==> config.mk <==
export PLATFORM = sky130hd
export DESIGN_NAME = dct3_ctrl
export DESIGN_NICKNAME = d
export VERILOG_FILES = /design/src/sv/dct3_pkg.sv /design/src/sv/dct3_ctrl.sv
export SDC_FILE = /design/constraint.sdc
export NUM_CORES = 1
export LEC_CHECK = 0
export BUFFER_PORTS_ARGS = -buffer_cell sky130_fd_sc_hd__buf_2
export CAP_MARGIN = 25
export CORE_MARGIN = 5
export CORE_UTILIZATION = 40
export CTS_CLUSTER_DIAMETER = 120
export DETAILED_ROUTE_END_ITERATION = 7
export PLACE_DENSITY = 0.62
export SLEW_MARGIN = 20
export SYNTH_ARGS = -nofsm -noshare
export SYNTH_HDL_FRONTEND = slang
export SYNTH_SLANG_ARGS = --single-unit
==> constraint.sdc <==
create_clock -name clock -period 3.46 [get_ports clock]
set_clock_uncertainty 0.2 [all_clocks]
set_input_delay 0.692 -clock clock [delete_from_list [all_inputs] [get_ports clock]]
set_output_delay 0.692 -clock clock [all_outputs]
set_load 0.03 [all_outputs]
==> src/sv/dct3_pkg.sv <==
// Shared types and constants for the dominant color finder.
package dct3_pkg;
   localparam int MAX_PIXELS = 4096;
   localparam int NUM_BUCKETS = 64;
   localparam int IDX_W = $clog2(NUM_BUCKETS);
   localparam int CNT_W = $clog2(MAX_PIXELS + 1);
   localparam int SUM_W = CNT_W + 8;
   localparam int ENTRY_W = 3 * SUM_W + CNT_W;
   localparam int QUO_W = 8;
   localparam logic [7:0] DARK_RESET = 8'd20;
   localparam int TOPN = 3;

   typedef struct packed {
      logic acc_en;
      logic clr_en;
      logic [IDX_W-1:0] clr_addr;
      logic scan_rd;
      logic [IDX_W-1:0] scan_addr;
      logic scan_vld;
      logic [1:0] out_rank;
      logic div_start;
      logic emit_none;
      logic emit;
   } dct3_cmd_type;

   typedef struct packed {
      logic div_done;
      logic [1:0] top_n;
   } dct3_sts_type;
endpackage

==> src/sv/dct3_ctrl.sv <==
// Controller sequencing accumulation, ranking scan, division and clear.
module dct3_ctrl import dct3_pkg::*; (
   input  logic         clock,
   input  logic         reset,
   input  logic         start,
   input  logic         req_frame_end,
   output logic         busy,
   output dct3_cmd_type cmd,
   input  dct3_sts_type sts
);
   typedef enum logic [6:0] {
      S_CLEAR = 7'b0000001, S_IDLE = 7'b0000010, S_ACC = 7'b0000100,
      S_SCAN = 7'b0001000, S_SEL = 7'b0010000, S_DIV = 7'b0100000,
      S_EMIT = 7'b1000000
   } state_type;

   state_type state_ff, state_in;
   logic [IDX_W:0] cnt_ff, cnt_in;
   logic [1:0] rank_ff, rank_in;
   logic fe_ff, fe_in;
   logic vld_ff;

   always_comb begin
      state_in = state_ff;
      cnt_in = cnt_ff;
      rank_in = rank_ff;
      fe_in = fe_ff;
      cmd = '0;
      cmd.clr_addr = cnt_ff[IDX_W-1:0];
      cmd.scan_addr = cnt_ff[IDX_W-1:0];
      cmd.out_rank = rank_ff;
      cmd.scan_vld = vld_ff;
      busy = 1'b1;
      unique case (state_ff)
         S_CLEAR: begin
            cmd.clr_en = 1'b1;
            cnt_in = cnt_ff + 1'b1;
            if (cnt_ff == (IDX_W+1)'(NUM_BUCKETS - 1)) begin
               cnt_in = '0;
               state_in = S_IDLE;
            end
         end
         S_IDLE: begin
            busy = 1'b0;
            if (start) begin
               fe_in = req_frame_end;
               state_in = S_ACC;
            end
         end
         S_ACC: begin
            cmd.acc_en = 1'b1;
            cnt_in = '0;
            rank_in = '0;
            state_in = fe_ff ? S_SCAN : S_IDLE;
         end
         S_SCAN: begin
            if (cnt_ff != (IDX_W+1)'(NUM_BUCKETS)) begin
               cmd.scan_rd = 1'b1;
               cnt_in = cnt_ff + 1'b1;
            end else if (!vld_ff) begin
               cnt_in = '0;
               if (sts.top_n == 2'd0) begin
                  cmd.emit_none = 1'b1;
                  state_in = S_CLEAR;
               end else begin
                  state_in = S_SEL;
               end
            end
         end
         S_SEL: begin
            state_in = S_DIV;
         end
         S_DIV: begin
            cmd.div_start = (cnt_ff == '0);
            cnt_in = (IDX_W+1)'(1);
            if (sts.div_done && cnt_ff != '0) state_in = S_EMIT;
         end
         S_EMIT: begin
            cmd.emit = 1'b1;
            cnt_in = '0;
            rank_in = rank_ff + 1'b1;
            state_in = (rank_ff + 1'b1 == sts.top_n) ? S_CLEAR : S_SEL;
         end
         default: state_in = S_CLEAR;
      endcase
   end

   always_ff @(posedge clock) begin
      if (reset) begin
         state_ff <= S_CLEAR;
         cnt_ff <= '0;
         rank_ff <= '0;
         fe_ff <= 1'b0;
         vld_ff <= 1'b0;
      end else begin
         state_ff <= state_in;
         cnt_ff <= cnt_in;
         rank_ff <= rank_in;
         fe_ff <= fe_in;
         vld_ff <= cmd.scan_rd;
      end
   end
endmodule

==> impl_metrics.json <==
{
  "die_area_um2": 4340,
  "rows": 20,
  "maxSlewViolCount": 0,
  "drcViolationCount": 0,
  "synth_nets": 159,
  "via_per_inst": 5.56,
  "setup.worst_path.class": "reg -> out",
  "io_buffers": 28,
  "worstPathArrival_ps": 2300,
  "track_usage_pct": 14.2,
  "switchingPower_w": 0.000288,
  "finalCritPeriodShare_pct": 92.2,
  "p_seq_share_pct": 37.3,
  "clkLatencyLatePin_ps": 290,
  "synth_top_family_by_area": "simple AND/OR/NAND/NOR gates",
  "cts_made_buffers": 3,
  "drive_above_1_share_pct": 23.0,
  "post_cts_resized": 0,
  "finalWorstSetupSlack_ps": 269,
  "synth_commonest_cells": "18 x dfxtp_1, 13 x buf_4, 9 x nand2_1, 9 x nor2_1, 8 x nor3_1",
  "grt_pass1_wl_um": 4970,
  "die_y_um": 65.8,
  "seq_area_frac_synth_pct": 28.9,
  "vias": 1163,
  "postPlaceCellArea_um2": 1330,
  "startpoint_type": "flop",
  "p_clk_share_pct": 19.0,
  "dpl_worst_slack_ps": 606,
  "synthAdderAreaFrac_pct": 2.01,
  "hp-class": "reg -> reg",
  "post_cts_buffers": 0,
  "worstSetupStartpoint": "cnt_ff[0]$_SDFFE_PP0P_",
  "grt.busiest_layer": "met2",
  "cp_max_fo": 8,
  "core_area_um2": 3030,
  "clock_tree.buffer_depth": 2,
  "maxCapViolCount": 0,
  "met1_usage_pct": 19.0,
  "synthMuxAreaShare_pct": 1.60,
  "diodes": 0,
  "p_sw_share_pct": 42.0,
  "start_util_pct": 41.2,
  "rsz0062_at_grt": "false",
  "path_clk_slew_ps": 110,
  "setup_violations": 0,
  "synth_ff_type": "dfxtp_1",
  "max_slew_margin_pct": 43.1,
  "avgRoutedWirePerCell_um": 14.4,
  "grt_max_degree": 23,
  "cts_root_buf": "clkbuf_4",
  "postSynthRegisterBits": 18,
  "status": "completed",
  "hold_violations": 0,
  "synth_warnings": 0,
  "overflow": 0,
  "yosysMostFrequentCell": "dfxtp_1",
  "async_flop_share_pct": 0,
  "io-pin-count": 29,
  "cts_tree": "done",
  "netlist_area_um2": 1250,
  "fillers": 327,
  "yosys.area.top_type": "dfxtp_1",
  "p_per_area_nw_per_um2": 503,
  "synth-xor-area-share_pct": 1.40,
  "synth_top_area_share_pct": 28.9,
  "gp_congestion": 0.814,
  "r2r_start": "cnt_ff[0]$_SDFFE_PP0P_",
  "final_nets": 175,
  "p_comb_share_pct": 43.7,
  "fin_crit_ps": 3190,
  "syn_area_per_cell_um2": 8.32,
  "htree_levels": 1,
  "cp.required_ps": 2570,
  "grt_pass1_vias": 1075,
  "final_design_area_no_fill_um2": 1370,
  "ctsHoldBuffers": 0,
  "worstMarginPinSlew_ps": 840,
  "wl_um": 3010,
  "synth-edff-count": 0,
  "synth_area_leaders": "dfxtp_1 29%, buf_4 7.8%, nor3_1 3.2%",
  "max_freq_mhz": 313,
  "ir_drop_mv": 0.308,
  "hpwl_um": 2280,
  "dr.pass1.iters": 4,
  "fin_setup_tns_ps": 0,
  "met3_usage_pct": 2.38,
  "chipWidth_um": 65.8,
  "critPathCaptureType": "output port",
  "intPower_w": 0.000399,
  "area_growth_pct": 9.53,
  "hp-start": "fe_ff$_SDFFE_PP0P_",
  "synth.distinct_cells": 47,
  "syn-instance-count": 150,
  "grt_util_met2_pct": 23.8,
  "antenna_found_initial": 0,
  "synth-compound-area-share_pct": 22.6,
  "p_leak_nw": 0.563,
  "clock-sinks": 18,
  "yosys.area_share.simple_pct": 32.7,
  "ant_nets": 0,
  "initialDrtViolationCount": 77
}
-- routing by layer --
| layer | share of wire, % | up-vias |
|---|---|---|
| met5 | 0 | - |
| met4 | 0.47 | 0 |
| met3 | 3.8 | 2 |
| met2 | 50 | 19 |
| met1 | 46 | 556 |
| li1 | - | 586 |
-- logic make-up (layout without fill, tap and decap cells) --
family | count (synthesis) | count (layout)
DFF | 18 | 18
muxes | 2 | 2
xor gates and xnor gates | 2 | 2
adders and majority gates | 2 | 2
buffers and inverters | 23 | 38
and+or+nand+nor | 66 | 66
AOI/OAI and AO/OA | 37 | 37
-- placed cells by master (no fill, tap or decap), types with 4 or more instances in the layout --
cell type	count
a21oi_1	7
buf_2	28
dfxtp_1	18
inv_1	5
nand2_1	9
nand2b_1	4
nand3b_1	5
nor2_1	9
nor2b_1	4
nor3_1	8
nor3b_1	5
o21ai_0	7
-- path summary, 6_finish.rpt --
kind	to	slack, ps	depth (start not counted)
setup / recovery	cmd[12]	270	6
setup reg to reg	state_ff[4]$_SDFFE_PP0P_	780	7
hold reg to reg	state_ff[3]$_SDFFE_PP0P_	300	2
hold / removal	state_ff[3]$_SDFFE_PP0P_	300	2
-- area by class of cell --
| cell class | instances | area [µm²] | area share (%) |
|---|---|---|---|
| clock buffers | 4 | 36.3 | 2.66 |
| multi-input cells | 109 | 752 | 55.0 |
| repair buffers | 28 | 140 | 10.3 |
| well taps | 44 | 55.1 | 4.03 |
| inverters | 6 | 22.5 | 1.65 |
| flip-flops and latches | 18 | 360 | 26.4 |
-- sequential cells by signal (all words and copies together) (netlist names) --
register / count
state_ff: 7
vld_ff: 1
rank_ff: 2
cnt_ff: 7
fe_ff: 1
-- critical path, stage by stage (launching register included) --
cell and delay, ps:
dfxtp_1 360, inv_1 80, ha_1 130, or3b_1 380, or4b_4 560, and2_1 270
buf_2 220
-- metrics by stage --
stage                     total power (W)  hold slack (ps)  instances  util, %
after detailed placement         0.000560              285        205     43.9
after global placement           0.000558              287        205     43.9
final                            0.000687              301        209     45.1
after global routing             0.000729              335        209     45.1
after floorplan                  0.000514              249        150        -
after CTS                        0.000693              304        209     45.1
-- power by group through the flow --
stage | clock (W) | combinational (W) | sequential, W
3_3_place_gp | 0 | 0.000299 | 0.000258
2_1_floorplan | 0 | 0.000260 | 0.000254
5_1_grt | 0.000145 | 0.000324 | 0.000260
6_report | 0.000130 | 0.000300 | 0.000256
4_1_cts | 0.000136 | 0.000301 | 0.000256
3_5_place_dp | 0 | 0.000300 | 0.000260
No activity file was read; power rests on OpenSTA's default activity.
